[src/lppu_pkg.sv]
`timescale 1ns / 1ps

package lppu_pkg;

	// Result kinds
	localparam logic [2:0] KIND_HEADER  = 3'd0;
	localparam logic [2:0] KIND_DELTA   = 3'd1;
	localparam logic [2:0] KIND_CONTENT = 3'd2;
	localparam logic [2:0] KIND_VACUUM  = 3'd3;
	localparam logic [2:0] KIND_UNKNOWN = 3'd4;
	localparam logic [2:0] KIND_TRUNC   = 3'd5;

	// Configuration register indexes
	localparam logic [1:0] CFG_DELTA_CODE  = 2'd0;
	localparam logic [1:0] CFG_IMAGE_CODE  = 2'd1;
	localparam logic [1:0] CFG_VACUUM_CODE = 2'd2;
	localparam logic [1:0] CFG_BIG_ENDIAN  = 2'd3;

	typedef struct packed {
		logic [7:0] delta_code;
		logic [7:0] image_code;
		logic [7:0] vacuum_code;
		logic       big_endian;
	} cfg_t;

	// One result item, less the run_end marker
	typedef struct packed {
		logic [2:0]  kind;
		logic [63:0] seq_number;
		logic [63:0] page_number;
		logic [15:0] delta_total;
		logic [15:0] delta_offset;
		logic [15:0] delta_length;
		logic [7:0]  content_byte;
		logic [15:0] page_position;
		logic        start_flag;
	} res_t;

	// Everything one input byte gives: an optional main result and an optional
	// truncation result, which shares seq_number and page_number with it
	typedef struct packed {
		logic main_v;
		logic trunc_v;
		res_t res;
	} rec_t;

	// Fold one byte into a 64-bit field; a zero count starts a new field
	function automatic logic [63:0] gather64(input logic [63:0] acc, input logic [7:0] b,
		input logic [2:0] cnt, input logic be);
		logic [63:0] base;
		logic [63:0] r;
		base = (cnt == 3'd0) ? 64'd0 : acc;
		if (be) begin
			r = {base[55:0], b};
		end else begin
			r = base | ({56'd0, b} << {cnt, 3'b000});
		end
		return r;
	endfunction

	// Same for a 16-bit field
	function automatic logic [15:0] gather16(input logic [15:0] acc, input logic [7:0] b,
		input logic [2:0] cnt, input logic be);
		logic [15:0] base;
		logic [15:0] r;
		base = (cnt == 3'd0) ? 16'd0 : acc;
		if (be) begin
			r = {base[7:0], b};
		end else begin
			r = base | ({8'd0, b} << {cnt[0], 3'b000});
		end
		return r;
	endfunction

endpackage

[src/lppu_in_if.sv]
`timescale 1ns / 1ps

interface lppu_in_if;
	logic       valid;
	logic       ready;
	logic [7:0] payload_byte;
	logic       final_byte;

	modport source (output valid, output payload_byte, output final_byte, input ready);
	modport sink (input valid, input payload_byte, input final_byte, output ready);
endinterface

[src/lppu_out_if.sv]
`timescale 1ns / 1ps

interface lppu_out_if;
	logic        valid;
	logic        ready;
	logic [2:0]  kind;
	logic [63:0] seq_number;
	logic [63:0] page_number;
	logic [15:0] delta_total;
	logic [15:0] delta_offset;
	logic [15:0] delta_length;
	logic [7:0]  content_byte;
	logic [15:0] page_position;
	logic        start_flag;
	logic        run_end;

	modport source (output valid, output kind, output seq_number, output page_number,
		output delta_total, output delta_offset, output delta_length, output content_byte,
		output page_position, output start_flag, output run_end, input ready);
	modport sink (input valid, input kind, input seq_number, input page_number,
		input delta_total, input delta_offset, input delta_length, input content_byte,
		input page_position, input start_flag, input run_end, output ready);
endinterface

[src/log_payload_byte_parser_unit.sv]
`timescale 1ns / 1ps
// Path: an accepted byte passes the input register, then the result queue, to its first result.
// Throughput: one byte per cycle while the result queue has room; a byte giving two results
// (result then truncation) occupies the output for two transfers of the one-transfer-per-cycle queue.
// Reset: arst_n asynchronous, active low; parser idle awaiting a type byte, queue empty,
// type codes 1, 2, 3 and little-endian fields.

module log_payload_byte_parser_unit
	import lppu_pkg::*;
(
	input  logic        clk,
	input  logic        arst_n,
	lppu_in_if.sink     payload,
	lppu_out_if.source  result,
	input  logic        cfg_we,
	input  logic [1:0]  cfg_index,
	input  logic [7:0]  cfg_wdata
);

	cfg_t cfg;
	logic push_valid;
	logic push_ready;
	rec_t push_rec;

	lppu_cfg_regs u_cfg (
		.clk       (clk),
		.arst_n    (arst_n),
		.cfg_we    (cfg_we),
		.cfg_index (cfg_index),
		.cfg_wdata (cfg_wdata),
		.cfg       (cfg)
	);

	lppu_parser u_parser (
		.clk        (clk),
		.arst_n     (arst_n),
		.cfg        (cfg),
		.payload    (payload),
		.push_ready (push_ready),
		.push_valid (push_valid),
		.push_rec   (push_rec)
	);

	lppu_result_queue u_queue (
		.clk        (clk),
		.arst_n     (arst_n),
		.push_valid (push_valid),
		.push_rec   (push_rec),
		.push_ready (push_ready),
		.result     (result)
	);

endmodule

[src/lppu_cfg_regs.sv]
`timescale 1ns / 1ps

module lppu_cfg_regs
	import lppu_pkg::*;
(
	input  logic       clk,
	input  logic       arst_n,
	input  logic       cfg_we,
	input  logic [1:0] cfg_index,
	input  logic [7:0] cfg_wdata,
	output cfg_t       cfg
);

	cfg_t cfg_q;

	// Register file, written one register per transfer
	always_ff @(posedge clk or negedge arst_n) begin
		if (!arst_n) begin
			cfg_q.delta_code  <= 8'd1;
			cfg_q.image_code  <= 8'd2;
			cfg_q.vacuum_code <= 8'd3;
			cfg_q.big_endian  <= 1'b0;
		end else if (cfg_we) begin
			unique case (cfg_index)
				CFG_DELTA_CODE:  cfg_q.delta_code  <= cfg_wdata;
				CFG_IMAGE_CODE:  cfg_q.image_code  <= cfg_wdata;
				CFG_VACUUM_CODE: cfg_q.vacuum_code <= cfg_wdata;
				CFG_BIG_ENDIAN:  cfg_q.big_endian  <= cfg_wdata[0];
				default: ;
			endcase
		end
	end

	assign cfg = cfg_q;

endmodule

[src/lppu_parser.sv]
`timescale 1ns / 1ps

module lppu_parser
	import lppu_pkg::*;
(
	input  logic      clk,
	input  logic      arst_n,
	input  cfg_t      cfg,
	lppu_in_if.sink   payload,
	input  logic      push_ready,
	output logic      push_valid,
	output rec_t      push_rec
);

	localparam logic [3:0] PH_IDLE  = 4'd0;
	localparam logic [3:0] PH_SEQ   = 4'd1;
	localparam logic [3:0] PH_PAGE  = 4'd2;
	localparam logic [3:0] PH_COUNT = 4'd3;
	localparam logic [3:0] PH_OFF   = 4'd4;
	localparam logic [3:0] PH_LEN   = 4'd5;
	localparam logic [3:0] PH_DATA  = 4'd6;
	localparam logic [3:0] PH_IMAGE = 4'd7;
	localparam logic [3:0] PH_FLAG  = 4'd8;
	localparam logic [3:0] PH_DONE  = 4'd9;

	// Input register
	logic       valid_s1;
	logic [7:0] byte_s1;
	logic       fin_s1;

	// Parse state
	logic [3:0]  phase_q, phase_n;
	logic [2:0]  cnt_q, cnt_n;
	logic [1:0]  kind_q, kind_n;
	logic [63:0] seq_q, seq_n;
	logic [63:0] page_q, page_n;
	logic [15:0] deltas_q, deltas_n;
	logic [15:0] offs_q, offs_n;
	logic [15:0] left_q, left_n;
	logic [15:0] pos_q, pos_n;

	rec_t rec;
	logic advance;

	// The byte in the input register moves on when its results have room
	assign advance       = valid_s1 && (push_ready || !(rec.main_v || rec.trunc_v));
	assign payload.ready = !valid_s1 || advance;
	assign push_valid    = valid_s1 && (rec.main_v || rec.trunc_v);
	assign push_rec      = rec;

	always_ff @(posedge clk or negedge arst_n) begin
		if (!arst_n) begin
			valid_s1 <= 1'b0;
		end else if (payload.ready) begin
			valid_s1 <= payload.valid;
		end
	end

	always_ff @(posedge clk) begin
		if (payload.ready && payload.valid) begin
			byte_s1 <= payload.payload_byte;
			fin_s1  <= payload.final_byte;
		end
	end

	// Next state and results for the byte held in the input register
	always_comb begin
		phase_n  = phase_q;
		cnt_n    = cnt_q;
		kind_n   = kind_q;
		seq_n    = seq_q;
		page_n   = page_q;
		deltas_n = deltas_q;
		offs_n   = offs_q;
		left_n   = left_q;
		pos_n    = pos_q;
		rec      = '0;

		unique case (phase_q)
			PH_IDLE: begin
				cnt_n    = 3'd0;
				seq_n    = 64'd0;
				page_n   = 64'd0;
				deltas_n = 16'd0;
				offs_n   = 16'd0;
				left_n   = 16'd0;
				pos_n    = 16'd0;
				phase_n  = PH_SEQ;
				if (byte_s1 == cfg.delta_code) begin
					kind_n = 2'd1;
				end else if (byte_s1 == cfg.image_code) begin
					kind_n = 2'd2;
				end else if (byte_s1 == cfg.vacuum_code) begin
					kind_n = 2'd3;
				end else begin
					kind_n       = 2'd0;
					rec.main_v   = 1'b1;
					rec.res.kind = KIND_UNKNOWN;
					phase_n      = PH_DONE;
				end
			end
			PH_SEQ: begin
				seq_n = gather64(seq_q, byte_s1, cnt_q, cfg.big_endian);
				cnt_n = cnt_q + 3'd1;
				if (cnt_q == 3'd7) begin
					phase_n = (kind_q == 2'd3) ? PH_FLAG : PH_PAGE;
				end
			end
			PH_PAGE: begin
				page_n = gather64(page_q, byte_s1, cnt_q, cfg.big_endian);
				cnt_n  = cnt_q + 3'd1;
				if (cnt_q == 3'd7) begin
					if (kind_q == 2'd1) begin
						phase_n = PH_COUNT;
					end else begin
						rec.main_v   = 1'b1;
						rec.res.kind = KIND_HEADER;
						pos_n        = 16'd0;
						phase_n      = PH_IMAGE;
					end
				end
			end
			PH_COUNT: begin
				deltas_n = gather16(deltas_q, byte_s1, cnt_q, cfg.big_endian);
				cnt_n    = cnt_q + 3'd1;
				if (cnt_q == 3'd1) begin
					cnt_n               = 3'd0;
					rec.main_v          = 1'b1;
					rec.res.kind        = KIND_HEADER;
					rec.res.delta_total = deltas_n;
					phase_n             = (deltas_n != 16'd0) ? PH_OFF : PH_DONE;
				end
			end
			PH_OFF: begin
				offs_n = gather16(offs_q, byte_s1, cnt_q, cfg.big_endian);
				cnt_n  = cnt_q + 3'd1;
				if (cnt_q == 3'd1) begin
					cnt_n   = 3'd0;
					phase_n = PH_LEN;
				end
			end
			PH_LEN: begin
				left_n = gather16(left_q, byte_s1, cnt_q, cfg.big_endian);
				cnt_n  = cnt_q + 3'd1;
				if (cnt_q == 3'd1) begin
					cnt_n                = 3'd0;
					rec.main_v           = 1'b1;
					rec.res.kind         = KIND_DELTA;
					rec.res.delta_offset = offs_q;
					rec.res.delta_length = left_n;
					pos_n                = offs_q;
					if (left_n == 16'd0) begin
						// empty delta: straight on to the next one
						deltas_n = deltas_q - 16'd1;
						phase_n  = (deltas_n != 16'd0) ? PH_OFF : PH_DONE;
					end else begin
						phase_n = PH_DATA;
					end
				end
			end
			PH_DATA: begin
				rec.main_v            = 1'b1;
				rec.res.kind          = KIND_CONTENT;
				rec.res.content_byte  = byte_s1;
				rec.res.page_position = pos_q;
				pos_n                 = pos_q + 16'd1;
				left_n                = left_q - 16'd1;
				if (left_n == 16'd0) begin
					cnt_n    = 3'd0;
					deltas_n = deltas_q - 16'd1;
					phase_n  = (deltas_n != 16'd0) ? PH_OFF : PH_DONE;
				end
			end
			PH_IMAGE: begin
				rec.main_v            = 1'b1;
				rec.res.kind          = KIND_CONTENT;
				rec.res.content_byte  = byte_s1;
				rec.res.page_position = pos_q;
				pos_n                 = pos_q + 16'd1;
			end
			PH_FLAG: begin
				rec.main_v           = 1'b1;
				rec.res.kind         = KIND_VACUUM;
				rec.res.start_flag   = (byte_s1 != 8'd0);
				phase_n              = PH_DONE;
			end
			default: begin
				phase_n = PH_DONE;
			end
		endcase

		// Both results show the fields gathered up to and including this byte
		rec.res.seq_number  = seq_n;
		rec.res.page_number = page_n;

		// End of payload: flag an unfinished structure, then back to idle
		if (fin_s1) begin
			rec.trunc_v = (phase_n != PH_DONE) && (phase_n != PH_IMAGE);
			phase_n     = PH_IDLE;
			cnt_n       = 3'd0;
			kind_n      = 2'd0;
			seq_n       = 64'd0;
			page_n      = 64'd0;
			deltas_n    = 16'd0;
			offs_n      = 16'd0;
			left_n      = 16'd0;
			pos_n       = 16'd0;
		end
	end

	always_ff @(posedge clk or negedge arst_n) begin
		if (!arst_n) begin
			phase_q  <= PH_IDLE;
			cnt_q    <= 3'd0;
			kind_q   <= 2'd0;
			seq_q    <= 64'd0;
			page_q   <= 64'd0;
			deltas_q <= 16'd0;
			offs_q   <= 16'd0;
			left_q   <= 16'd0;
			pos_q    <= 16'd0;
		end else if (advance) begin
			phase_q  <= phase_n;
			cnt_q    <= cnt_n;
			kind_q   <= kind_n;
			seq_q    <= seq_n;
			page_q   <= page_n;
			deltas_q <= deltas_n;
			offs_q   <= offs_n;
			left_q   <= left_n;
			pos_q    <= pos_n;
		end
	end

`ifndef ASSERT_OFF
	a_fin_to_idle: assert property (@(posedge clk) disable iff (!arst_n)
		(advance && fin_s1) |=> (phase_q == PH_IDLE))
		else $error("parser not idle after final byte");

	a_no_trunc_when_done: assert property (@(posedge clk) disable iff (!arst_n)
		(push_valid && push_rec.trunc_v) |-> (phase_n == PH_IDLE && fin_s1))
		else $error("truncation result without final byte");

	a_field_count: assert property (@(posedge clk) disable iff (!arst_n)
		(phase_q != PH_SEQ && phase_q != PH_PAGE) |-> (cnt_q <= 3'd1))
		else $error("field byte count out of range for phase");
`endif

endmodule

[src/lppu_result_queue.sv]
`timescale 1ns / 1ps

module lppu_result_queue
	import lppu_pkg::*;
(
	input  logic      clk,
	input  logic      arst_n,
	input  logic      push_valid,
	input  rec_t      push_rec,
	output logic      push_ready,
	lppu_out_if.source result
);

	// Two-entry queue of records; one record gives one or two transfers
	rec_t       mem_q [2];
	logic       wr_ptr_q;
	logic       rd_ptr_q;
	logic [1:0] count_q;
	logic       second_q;

	rec_t head;
	logic show_trunc;
	logic push;
	logic pop;

	assign head       = mem_q[rd_ptr_q];
	assign show_trunc = second_q || !head.main_v;
	assign push_ready = (count_q != 2'd2);
	assign push       = push_valid && push_ready;
	assign pop        = result.valid && result.ready && result.run_end;

	// Result presentation
	assign result.valid         = (count_q != 2'd0);
	assign result.kind          = show_trunc ? KIND_TRUNC : head.res.kind;
	assign result.seq_number    = head.res.seq_number;
	assign result.page_number   = head.res.page_number;
	assign result.delta_total   = show_trunc ? 16'd0 : head.res.delta_total;
	assign result.delta_offset  = show_trunc ? 16'd0 : head.res.delta_offset;
	assign result.delta_length  = show_trunc ? 16'd0 : head.res.delta_length;
	assign result.content_byte  = show_trunc ? 8'd0 : head.res.content_byte;
	assign result.page_position = show_trunc ? 16'd0 : head.res.page_position;
	assign result.start_flag    = show_trunc ? 1'b0 : head.res.start_flag;
	assign result.run_end       = show_trunc || !head.trunc_v;

	always_ff @(posedge clk) begin
		if (push) begin
			mem_q[wr_ptr_q] <= push_rec;
		end
	end

	// Pointers, fill count and main-result-sent flag
	always_ff @(posedge clk or negedge arst_n) begin
		if (!arst_n) begin
			wr_ptr_q <= 1'b0;
			rd_ptr_q <= 1'b0;
			count_q  <= 2'd0;
			second_q <= 1'b0;
		end else begin
			if (push) begin
				wr_ptr_q <= ~wr_ptr_q;
			end
			if (pop) begin
				rd_ptr_q <= ~rd_ptr_q;
				second_q <= 1'b0;
			end else if (result.valid && result.ready) begin
				second_q <= 1'b1;
			end
			case ({push, pop})
				2'b10:   count_q <= count_q + 2'd1;
				2'b01:   count_q <= count_q - 2'd1;
				default: count_q <= count_q;
			endcase
		end
	end

`ifndef ASSERT_OFF
	a_count_range: assert property (@(posedge clk) disable iff (!arst_n)
		count_q != 2'd3)
		else $error("result queue overfilled");

	a_second_has_both: assert property (@(posedge clk) disable iff (!arst_n)
		second_q |-> (result.valid && head.main_v && head.trunc_v))
		else $error("second transfer pending without a two-result record");

	a_push_nonempty: assert property (@(posedge clk) disable iff (!arst_n)
		push |-> (push_rec.main_v || push_rec.trunc_v))
		else $error("empty record queued");
`endif

endmodule

[src/flat_wrapper.sv]
// flat-port wrapper written by rule: the top's interface ports become plain ports
module log_payload_byte_parser_unit_flat import lppu_pkg::*;
  (clk, arst_n, cfg_we, cfg_index, cfg_wdata, payload_valid, payload_payload_byte, payload_final_byte, payload_ready, result_valid, result_kind, result_seq_number, result_page_number, result_delta_total, result_delta_offset, result_delta_length, result_content_byte, result_page_position, result_start_flag, result_run_end, result_ready);
  lppu_in_if payload_i ();
  lppu_out_if result_i ();
  input  logic clk;
  input  logic arst_n;
  input  logic cfg_we;
  input  logic [1:0] cfg_index;
  input  logic [7:0] cfg_wdata;
  input wire logic [$bits(payload_i.valid)-1:0] payload_valid;
  input wire logic [$bits(payload_i.payload_byte)-1:0] payload_payload_byte;
  input wire logic [$bits(payload_i.final_byte)-1:0] payload_final_byte;
  output wire logic [$bits(payload_i.ready)-1:0] payload_ready;
  output wire logic [$bits(result_i.valid)-1:0] result_valid;
  output wire logic [$bits(result_i.kind)-1:0] result_kind;
  output wire logic [$bits(result_i.seq_number)-1:0] result_seq_number;
  output wire logic [$bits(result_i.page_number)-1:0] result_page_number;
  output wire logic [$bits(result_i.delta_total)-1:0] result_delta_total;
  output wire logic [$bits(result_i.delta_offset)-1:0] result_delta_offset;
  output wire logic [$bits(result_i.delta_length)-1:0] result_delta_length;
  output wire logic [$bits(result_i.content_byte)-1:0] result_content_byte;
  output wire logic [$bits(result_i.page_position)-1:0] result_page_position;
  output wire logic [$bits(result_i.start_flag)-1:0] result_start_flag;
  output wire logic [$bits(result_i.run_end)-1:0] result_run_end;
  input wire logic [$bits(result_i.ready)-1:0] result_ready;
  assign payload_i.valid = payload_valid;
  assign payload_i.payload_byte = payload_payload_byte;
  assign payload_i.final_byte = payload_final_byte;
  assign payload_ready = payload_i.ready;
  assign result_valid = result_i.valid;
  assign result_kind = result_i.kind;
  assign result_seq_number = result_i.seq_number;
  assign result_page_number = result_i.page_number;
  assign result_delta_total = result_i.delta_total;
  assign result_delta_offset = result_i.delta_offset;
  assign result_delta_length = result_i.delta_length;
  assign result_content_byte = result_i.content_byte;
  assign result_page_position = result_i.page_position;
  assign result_start_flag = result_i.start_flag;
  assign result_run_end = result_i.run_end;
  assign result_i.ready = result_ready;
  log_payload_byte_parser_unit u_core (.clk(clk), .arst_n(arst_n), .payload(payload_i), .result(result_i), .cfg_we(cfg_we), .cfg_index(cfg_index), .cfg_wdata(cfg_wdata));
endmodule
[config.mk]
export PLATFORM = sky130hd
export DESIGN_NAME = log_payload_byte_parser_unit_flat
export DESIGN_NICKNAME = d
export VERILOG_FILES = /design/src/lppu_pkg.sv /design/src/lppu_in_if.sv /design/src/lppu_out_if.sv /design/src/log_payload_byte_parser_unit.sv /design/src/lppu_cfg_regs.sv /design/src/lppu_parser.sv /design/src/lppu_result_queue.sv /design/src/flat_wrapper.sv
export SDC_FILE = /design/constraint.sdc
export NUM_CORES = 1
export LEC_CHECK = 0
export BUFFER_PORTS_ARGS = -buffer_cell sky130_fd_sc_hd__buf_4
export CORE_ASPECT_RATIO = 1.2
export CORE_MARGIN = 3
export CORE_UTILIZATION = 60
export CTS_CLUSTER_SIZE = 10
export DETAILED_ROUTE_END_ITERATION = 7
export PLACE_DENSITY = 0.76
export SYNTH_ARGS = -nofsm -noshare
export SYNTH_HDL_FRONTEND = slang
export SYNTH_SLANG_ARGS = --single-unit
[constraint.sdc]
create_clock -name clk -period 19 [get_ports clk]
set_input_delay 0.95 -clock clk [delete_from_list [all_inputs] [get_ports clk]]
set_output_delay 0.95 -clock clk [all_outputs]
set_load 0.02 [all_outputs]
Word level (Yosys, flattened, before mapping):

Memory sizes are Yosys's and may differ from the RTL's.
Index checks and enable logic that the tools add are counted.

* flip-flop bits (word level): 241
* bits in writable memories: 412
* input bits: 24
* output and inout port bits: 207
* logic and storage cells: 198
* memories: 1

* add/sub/neg operators: 6
* eq/ne operators: 28
* shift-type cells: 2
* muxes and demuxes: 86
* bitwise logic cells: 7
* reduce and logical (&&, ||, !) cells: 48

Memories
* u_core.u_queue.mem_q: depth 2, width 206, rd ports 1, clocked after memory_dff 0, wr ports 1, line lppu_result_queue.sv:15 `rec_t mem_q [2];`

Operators with widths (number)
* $mux W16: 24
* $mux W64: 6
* $pmux W64 S2: 2
* $or A64 B64 Y64: 2
* $pmux W16 S4: 2
* $mux W32: 2
* $shl A8 B6 Y64: 1
* $mux W4: 14
* $or A16 B16 Y16: 3
* $pmux W16 S3: 1
* $logic_not A16 Y1: 2
* $pmux W16 S2: 1
* $pmux W4 S8: 1
* $reduce_bool A16 Y1: 2
* $sub A16 B1 Y16 const B: 2
* $eq A8 B8 Y1: 3
* $mux W24: 1
* $mux W3: 8
* $pmux W3 S4: 2
* $add A16 B1 Y16 const B: 1
* $eq A4 B3 Y1 const B: 4
* $shl A8 B4 Y16: 1
* $ne A3 B3 Y1 const B: 5
* $reduce_bool A5 Y1: 3
* other kinds (34): 84

Depth between registers and ports, before layout:

Gate-level depths: netlist (run 1).

* word-level depth: 18
* depth in mapped cells: 21
* gate-level depth less buffers: 16

Cells and area by module:

Synthesis (run 1) repeated with hierarchy kept, for this count alone.

* cell total of the unflattened synthesis: 3006
* area, all modules: 32200.9 um^2

Modules (own cells, without submodules)
* lppu_parser: times used 1, cells an instance 2198, area an instance 15876.5 um^2, seq. area each 5325.1 um^2
* lppu_result_queue: times used 1, cells an instance 754, area an instance 15366.0 um^2, seq. area each 12497.0 um^2
* lppu_cfg_regs: times used 1, cells an instance 54, area an instance 958.4 um^2, seq. area each 630.6 um^2

Least setup slack after synthesis (run 1):

Ideal clock, no wire load.

* kind: flip-flop to flip-flop
* start: reg u_core.u_parser.cnt_q[0]
* end: mem u_core.u_queue.mem_q[0][0] (netlist name) (enable)
* library setup time: 0.800 ns
* data arrival time: 12.434 ns
* required time: 18.200 ns
* slack: 5.766 ns
* stages on the path, launching flop included: 18
* buffers on the path: 5
* period minus slack after synthesis: 13.234 ns
* cell sequence: dfrtp_1 -> clkbuf_1 -> clkbuf_1 -> inv_1 -> ha_1 -> nand2b_1 -> clkbuf_1 -> buf_1 -> a21oi_1 -> or2_2 -> nand4b_1 -> nor4_1 -> nor4_1 -> o211a_1 -> a21oi_2 -> buf_2 -> a21oi_1 -> nor2b_1

* cells in the longest elaborated chain, start to end: 17
* elaborated cells between the ends (all ways): 34
* classes of those cells: eq/ne (4); shift (1); mux (20); bitwise (2); reduce/logical (7)

RTL lines
* from (decl): line lppu_parser.sv:33 `logic [2:0] cnt_q, cnt_n;`
* from (signal assigned): line lppu_parser.sv:224 `cnt_q <= cnt_n;`
* parallel branches: the longest is 12 deep, another holds $shl A8 B4 Y16
* $logic_or A1 B1 Y1 (*): line lppu_parser.sv:48 `assign push_valid = valid_s1 && (rec.main_v || rec.trunc_v);`
* $logic_and A1 B1 Y1 (*): line lppu_parser.sv:48
* $logic_and A1 B1 Y1 (*): line lppu_result_queue.sv:29 `assign push = push_valid && push_ready;`
* $mux W1 (*): line lppu_result_queue.sv:46 `if (push) begin`
* $mux W1 (implied by the code) (*): line lppu_result_queue.sv:47 `mem_q[wr_ptr_q] <= push_rec;`
* to (decl): line lppu_result_queue.sv:15

Mark *: on every way between the ends. The select of a mux whose other input is x is not followed.

Final worst setup path (run 1):

* start: reg u_core.u_cfg.cfg_q, in the netlist u_core.u_cfg.cfg[0]
* end: mem u_core.u_queue.mem_q[1][76] (netlist name) (enable)

* cells in the longest elaborated chain, start to end: 14
* elaborated cells between the ends (all ways): 20
* classes of those cells: eq/ne (2); mux (12); reduce/logical (6)

RTL lines
* from (decl): line lppu_cfg_regs.sv:14 `cfg_t cfg_q;`
* $mux W16: line lppu_pkg.sv:67 `if (be) begin`
* $mux W16: line lppu_parser.sv:79 `unique case (phase_q)`
* $logic_not A16 Y1 or $reduce_bool A16 Y1 (tied branches): line lppu_parser.sv:152, lppu_parser.sv:131
* $mux W4 (on tied branches): line lppu_parser.sv:152, lppu_parser.sv:131
* $mux W4 (on tied branches): line lppu_parser.sv:145, lppu_parser.sv:126
* $pmux W4 S8 (*): line lppu_parser.sv:79
* $ne A4 B4 Y1 or $ne A4 B3 Y1 (tied branches): line lppu_parser.sv:198 `rec.trunc_v = (phase_n != PH_DONE) && (phase_n != PH_IMAGE);`
* $logic_and A1 B1 Y1 (*): line lppu_parser.sv:198
* $mux W1 (*): line lppu_parser.sv:197 `if (fin_s1) begin`
* $logic_or A1 B1 Y1 (*): line lppu_parser.sv:48
* $logic_and A1 B1 Y1 (*): line lppu_parser.sv:48
* $logic_and A1 B1 Y1 (*): line lppu_result_queue.sv:29
* $mux W1 (*): line lppu_result_queue.sv:46
* $mux W1 (implied by the code) (*): line lppu_result_queue.sv:47

Mark *: on every way between the ends. The rest lies on a longest branch, timed or not. The select of a mux whose other input is x is not followed.

==> flow_summary.ini, run 1 <==
[outcome]
status = completed

[yosys]
synth.largest_area_cell = edfxtp_1
synth-seq-cells = 653
ys_async_sr_fraction = 0.355
synth_top_cell_area_share = 0.384
combinational_family_with_the_most_area_after_synthesis = compound AO/OA/AOI/OAI gates
postSynthNetCount = 3001
most_instantiated_flip_flop_cell_in_the_synthesis_netlist = edfxtp_1
ys_seq_area_frac = 0.561
synth_adder_area_share = 0.00380
synth_simple_gate_area_share = 0.114
synth.mux.area_fraction = 0.0931
yosys.area_share.xor_xnor = 0.0107
synth_compound_area_frac = 0.180
mappedNetlistArea_mm2 = 0.0329
post_synth_main_area_contributors = edfxtp_1 (38%), dfrtp_1 (17%), mux2_2 (6.5%)
post_synth.cell_area_avg_um2 = 11.1
synth_warnings = 0
synth_enable_flop_cells = 421
netlist-cell-type-count = 77
synthesis.instances = 2967

[clocking]
cts_max_path_buffers = 3
postCtsSetupBuffers = 0
clock-sinks = 653
cts_buffers = 76
clock_tree_from_tritoncts = done
clk_pin_slew_worst_paths_ns = 0.05
cts_h_tree_lvls = 3
holdBufCountCts = 0
clk_latency_ns = 0.62
cts_resized = 0
clock_tree.root_cell = clkbuf_16

[worst_hold_path]
worstHoldPathType = in -> async

[global_route]
grt_util_met1 = 0.442
global_route_track_usage_on_met2 = 0.542
grt_use_total = 0.335
globalRouteOverflowTotal = 0
global_route.peak_usage_layer = met2
number_of_global_route_vias_before_repair = 25198
number_of_antenna_violations_at_the_first_check_in_global_routing = 1
maximum_number_of_pins_on_one_net_before_global_route_repair = 103
grt_util_met3 = 0.0530
grt_first_pass_wirelength_um = 150000

[worst_setup_path]
critical_path.cell_chain = inv_2 -> buf_4 -> a32oi_1 -> nand4_1 -> or4b_1 -> nor4_1 -> a21oi_1 -> o21bai_1 -> a21oi_2 -> buf_4 -> a21oi_1 -> and2_4 -> buf_4 -> buf_4
worst_path_dominant_cell_family = buffers and inverters
critPathCaptureType = flip-flop
cp_max_fo = 73
timing.critical_path.from_type = flip-flop
worst_path_largest_cell_delay_ns = 0.92
path_class = reg -> reg
timing.critical_path.arrival_ns = 8.21
required_ns = 19.21
critical_path.n_buffers_inverters = 5
slowest_stage_cell_cp = dfrtp_4
worst_path_most_repeated_cell = buf_4

[placed_design]
placedCellCount = 3701
dp.final_hpwl_um = 61300
gp_congestion = 0.983
port_buffers = 230

[layout]
post_route_cells_drive_above_1_share = 0.217
layout.core_utilization = 0.691
n_fill_cell = 3953
final_cells = 3841
synthesis_to_finish_area_growth_pct = 13.4
finalNetCount = 3101

[sta]
clock_skew_ns = 0.0296
setup_tns_ns = 0
worstMarginPinSlew_ns = 1.22
max_clock_freq_ghz = 0.125
hold_slack_ns = 0.345
setup_repair_after_global_routing_missed_its_margin = no
setup_viol = 0
layout_min_cycle_time_ns = 7.99
finalHoldViolCount = 0
fin_crit_sh = 0.421
final_max_slew_viols = 0
slew_headroom = 0.188

[floorplanning]
floorplan.core_area_mm2 = 0.0540
die_x_um = 220
num_rows = 93
start_util = 0.609
die_h_um = 262
num_io_pins = 231
die-area_mm2 = 0.0577

[routing]
drt-initial-drc-count = 3518
drt-wirelength-per-cell_um = 25.4
remaining_drc_errors = 0
detail-route-antenna-nets = 0
vias = 25936
vias_per_cell = 6.75
drt_pre_antenna_iters = 6
routed_wirelength_um = 97600

[power_and_ir_drop]
power_leakage_nw = 15.4
pwr_dens_mw_per_mm2 = 150
fin_total_pwr_mw = 5.60
power.ir.vdd_worst_uv = 144

[flow_run]
drv_cap = 0
-- registers in the layout, summed over array words and instances, names as in the netlist --
signal	flops
u_core.u_cfg.cfg	25
u_core.u_parser.byte_s1	8
u_core.u_parser.cnt_q	3
u_core.u_parser.deltas_q	16
u_core.u_parser.fin_s1	1
u_core.u_parser.kind_q	2
u_core.u_parser.left_q	16
u_core.u_parser.offs_q	16
u_core.u_parser.page_q	64
u_core.u_parser.phase_q	4
u_core.u_parser.pos_q	16
u_core.u_parser.seq_q	64
u_core.u_parser.valid_s1	1
u_core.u_queue.count_q	2
u_core.u_queue.mem_q	412
u_core.u_queue.rd_ptr_q	1
u_core.u_queue.second_q	1
u_core.u_queue.wr_ptr_q	1
-- synth_stat cells (6+ instances only) --
cell type / count
a211oi_1: 14
a21boi_0: 18
a21oi_1: 185
a22o_1: 18
a22oi_1: 34
a31o_1: 59
a31o_2: 27
a31oi_1: 22
a32oi_1: 12
a41oi_1: 13
and2_1: 37
and3_1: 19
buf_1: 37
buf_2: 19
clkbuf_1: 203
dfrtp_1: 228
edfxtp_1: 421
ha_1: 10
inv_1: 53
mux2_2: 190
mux2i_1: 90
nand2_1: 256
nand2b_1: 8
nand3_1: 51
nand3b_1: 6
nand4_1: 10
nor2_1: 217
nor2b_1: 39
nor3_1: 54
nor4_1: 17
o2111ai_1: 8
o211a_1: 86
o211ai_1: 8
o21a_1: 13
o21ai_0: 215
o22ai_1: 20
o2bb2ai_1: 11
o31ai_1: 44
o32ai_1: 19
or2_2: 58
xor2_1: 35
-- per-layer routing --
| metal | share of wire | wire (µm) |
|---|---|---|
| met1 | 0.38 | 36600 |
| met2 | 0.48 | 47100 |
| met3 | 0.086 | 8430 |
| met4 | 0.056 | 5490 |
| met5 | 0 | 0 |
-- cell families (layout without fill, tap and decap cells) --
family,after synthesis,in the layout
buffers and inverters,320,481
DFF,653,653
adders and majority gates,10,10
AOI/OAI and AO/OA,865,865
muxes,282,282
other,0,1
xor gates and xnor gates,40,40
and+or+nand+nor,797,797
-- layout by cell type (no fill, tap or decap), types with 79 or more instances in the layout --
cell type	synthesis	layout
mux2i_1	90	90
clkbuf_16	0	79
o211a_1	86	86
buf_4	3	283
edfxtp_1	421	421
a21oi_1	185	185
mux2_2	190	190
o21ai_0	215	215
nor2_1	217	216
dfrtp_1	228	226
nand2_1	256	255
-- power breakdown --
part / switching (mW) / internal [mW]
Combinational: 1.52 / 0.722
Clock: 0.562 / 0.808
Sequential: 0.123 / 1.87
-- layout make-up --
class | instances | area (µm²) | area share
diodes | 1 | 2.50 | 0.0000671
clock buffers | 133 | 2190 | 0.0587
clock inverters | 6 | 114 | 0.00305
inverters | 58 | 219 | 0.00587
multi-input cells | 1994 | 13300 | 0.356
flip-flops and latches | 653 | 18500 | 0.495
well taps | 712 | 891 | 0.0239
repair buffers | 284 | 2140 | 0.0574
-- metrics by stage --
| stage | worst slack [ns] | instance area [µm²] |
|---|---|---|
| floorplan | 5.77 | 32900 |
| global placement | 11.40 | 35000 |
| detailed placement | 11.17 | 35000 |
| CTS | 11.15 | 37300 |
| global route | 10.58 | 37300 |
| finish | 11.01 | 37300 |
-- worst paths after layout --
kind	cells past startpoint	slack, ns	to	from
min	1	0.34	u_core.u_parser.seq_q[19]$_DFFE_PN0P_	arst_n
max	14	11.01	u_core.u_queue.mem_q[1][76]$_DFFE_PP_	u_core.u_cfg.cfg[0]$_DFFE_PN0P_
max in group asynchronous	2	17.08	u_core.u_queue.rd_ptr_q$_DFFE_PN0P_	arst_n
min reg2reg	2	0.49	u_core.u_queue.second_q$_DFFE_PN0P_	u_core.u_queue.second_q$_DFFE_PN0P_
min in group clk	2	0.49	u_core.u_queue.second_q$_DFFE_PN0P_	u_core.u_queue.second_q$_DFFE_PN0P_
max reg2reg	14	11.01	u_core.u_queue.mem_q[1][76]$_DFFE_PP_	u_core.u_cfg.cfg[0]$_DFFE_PN0P_
No activity file was read; power rests on OpenSTA's default activity.
==> run 2, diff against run 1 <==
- CORE_UTILIZATION: 60 -> 55
- PLACE_DENSITY: 0.76 -> 0.74
- clock period: 19 -> 7.3 ns (I/O delays scaled with it)
==> run 2 against run 1 <==
  * Maximum frequency is 43% higher
  * Combinational power rose to 2.6 times the previous value
  * Sequential power grew to 2.6 times the previous value
  * Core utilization shrank 5.0 points
==> flow_summary.ini, run 2 (synthesized netlist as in run 1, its figures left out) <==
[layout]
synthesis_to_finish_area_growth_pct = 14.4
layout.cells.most_common = edfxtp_1
finalNetCount = 3117
n_fill_cell = 4569
layout.core_utilization = 0.640
antenna_cells = 0
post_route_cells_drive_above_1_share = 0.215
final_cells = 3938
largest-register = u_core.u_queue.mem_q
layout.cells.most_common_list = edfxtp_1 (421), buf_4 (275), nand2_1 (255)
largestRegisters = u_core.u_queue.mem_q (412), u_core.u_parser.page_q (64), u_core.u_parser.seq_q (64)
flip_flop_count_of_the_largest_register_all_copies_and_words_added = 412

[outcome]
status = completed

[placed_design]
port_buffers = 230
dp.final_hpwl_um = 61600
placedCellCount = 3779
gp_congestion = 0.935

[power_and_ir_drop]
p_int_mw = 8.83
power_leakage_nw = 15.5
power.combinational.fraction = 0.404
p_sw_frac = 0.395
p_switching_mw = 5.75
pwr-share-clk = 0.241
pwr_dens_mw_per_mm2 = 388
power_frac_seq = 0.354
power.ir.vdd_worst_uv = 325

[floorplanning]
start_util = 0.560
floorplan.core_area_mm2 = 0.0587
num_io_pins = 231
die-area_mm2 = 0.0628
die_x_um = 229
die_h_um = 274
num_rows = 97

[worst_setup_path]
critical_path.cell_chain = inv_1 -> ha_1 -> nand2b_4 -> a211oi_1 -> a22oi_1 -> or4b_1 -> nor4_1 -> a21oi_1 -> o21bai_1 -> a21oi_2 -> buf_4 -> inv_2 -> buf_4 -> nand2_1 -> a221oi_1
required_ns = 7.78
timing.critical_path.arrival_ns = 6.07
timing.critical_path.from_type = flip-flop
slowest_stage_cell_cp = buf_4
worst_path_dominant_cell_family = simple AND/OR/NAND/NOR gates
critPathCaptureType = flip-flop
critical_path.n_buffers_inverters = 4
worst_path_largest_cell_delay_ns = 0.87
path_class = reg -> reg
timing.reg2reg.setup_slack_ns = 1.71
worst_path_most_repeated_cell = buf_4
cp_max_fo = 91

[sta]
setup_tns_ns = 0
finalHoldViolCount = 0
worstMarginPinSlew_ns = 1.33
layout_min_cycle_time_ns = 5.59
clock_skew_ns = 0.0270
slew_headroom = 0.114
max_clock_freq_ghz = 0.179
final_max_slew_viols = 0
fin_crit_sh = 0.765
setup_repair_after_global_routing_missed_its_margin = no
setup_viol = 0

[routing]
drt-wirelength-per-cell_um = 24.9
topRoutingLayerUsed = met4
detail-route-antenna-nets = 0
met3_layer_wire_length_in_the_routed_design_um = 8010
remaining_drc_errors = 0
routed_wirelength_um = 98200
wl_met2_um = 46700
routed_met1_length_um = 37400
drt_pre_antenna_iters = 6
drt-initial-drc-count = 3250
vias_per_cell = 6.54
vias = 25738

[flow_run]
drv_cap = 0

[global_route]
number_of_antenna_violations_at_the_first_check_in_global_routing = 0
grt_first_pass_wirelength_um = 150000
number_of_global_route_vias_before_repair = 25401
grt_use_total = 0.307
globalRouteOverflowTotal = 0
maximum_number_of_pins_on_one_net_before_global_route_repair = 149

[clocking]
clock-sinks = 653
cts_buffers = 76
clock_tree.root_cell = clkbuf_16
cts_max_path_buffers = 3
clock_tree_from_tritoncts = done
clk_pin_slew_worst_paths_ns = 0.06
clk_latency_ns = 0.63
cts_h_tree_lvls = 3
postCtsSetupBuffers = 0

[worst_hold_path]
worstHoldPathType = in -> reg
run 2: cell count changes in the layout (fill, tap and decap cells not counted), sizes merged:
| cell | previous run | this run |
|---|---|---|
| inv | 59 | 58 |
| dlygate4sd3 | 0 | 18 |
| clkinv | 3 | 7 |
| bufinv | 2 | 0 |
| clkbuf | 133 | 134 |
| diode | 1 | 0 |
| buf | 284 | 282 |
run 2: metal layers:
layer,vias up,global-route usage
met5,-,0
li1,11265,-
met2,1477,0.497
met4,0,0.179
met1,12674,0.392
met3,322,0.0511
run 2: worst register-to-register path: cells and delay by family (launching register included):
kind | cells | cell delay (ns)
DFF | 1 | 0.62
AOI/OAI and AO/OA | 6 | 1.51
and+or+nand+nor | 4 | 1.69
adders and majority gates | 1 | 0.24
buffers and inverters | 4 | 1.37
run 2: worst paths after layout:
| check | startpoint | to | cells past startpoint |
|---|---|---|---|
| min in group asynchronous | arst_n | u_core.u_parser.page_q[14]$_DFFE_PN0P_ | 2 |
| hold reg to reg | u_core.u_queue.second_q$_DFFE_PN0P_ | u_core.u_queue.second_q$_DFFE_PN0P_ | 2 |
| hold / removal | cfg_wdata[5] | u_core.u_cfg.cfg[6]$_DFFE_PN0P_ | 2 |
| setup reg to reg | u_core.u_parser.cnt_q[0]$_DFFE_PN0P_ | u_core.u_parser.pos_q[12]$_DFFE_PN0P_ | 15 |
| setup / recovery | u_core.u_parser.cnt_q[0]$_DFFE_PN0P_ | u_core.u_parser.pos_q[12]$_DFFE_PN0P_ | 15 |
| max in group asynchronous | arst_n | u_core.u_queue.rd_ptr_q$_DFFE_PN0P_ | 3 |
run 2: power groups by stage:
stage / Sequential (mW) / Combinational (mW) / Clock [mW]
final: 5.16 / 5.90 / 3.52
after CTS: 5.16 / 5.86 / 3.58
after global placement: 5.18 / 5.76 / 0
after floorplan: 5.13 / 3.79 / 0
after detailed placement: 5.23 / 5.82 / 0
after global routing: 5.22 / 6.26 / 3.73
run 2: layout make-up:
class / instances / area (µm²) / area share
Clock inverter: 7 / 61.3 / 0.00163
Sequential cell: 653 / 18500 / 0.491
Multi-Input combinational cell: 1994 / 13300 / 0.353
Timing Repair Buffer: 300 / 2380 / 0.0633
Clock buffer: 134 / 2220 / 0.0591
Tap cell: 792 / 991 / 0.0263
Inverter: 58 / 219 / 0.00582
run 2: per-stage QoR:
step                power [mW]  cell area, µm²  hold WS [ns]  worst slack (ns)
CTS                       14.6           37600       0.00127              1.83
detailed placement        11.1           35200         0.435              1.88
global route              15.2           37600        0.0188              1.38
floorplan                 8.92           32900        0.0694             0.327
finish                    14.6           37600        0.0341              1.71
global placement          10.9           35200         0.420              2.06
run 2: timing repair:
item                                    in CTS  in global routing
endpoints found under the setup margin       0                  0
gates resized for setup                      0                  0
hold endpoints to repair                   108                  0
hold buffers                                18                  0
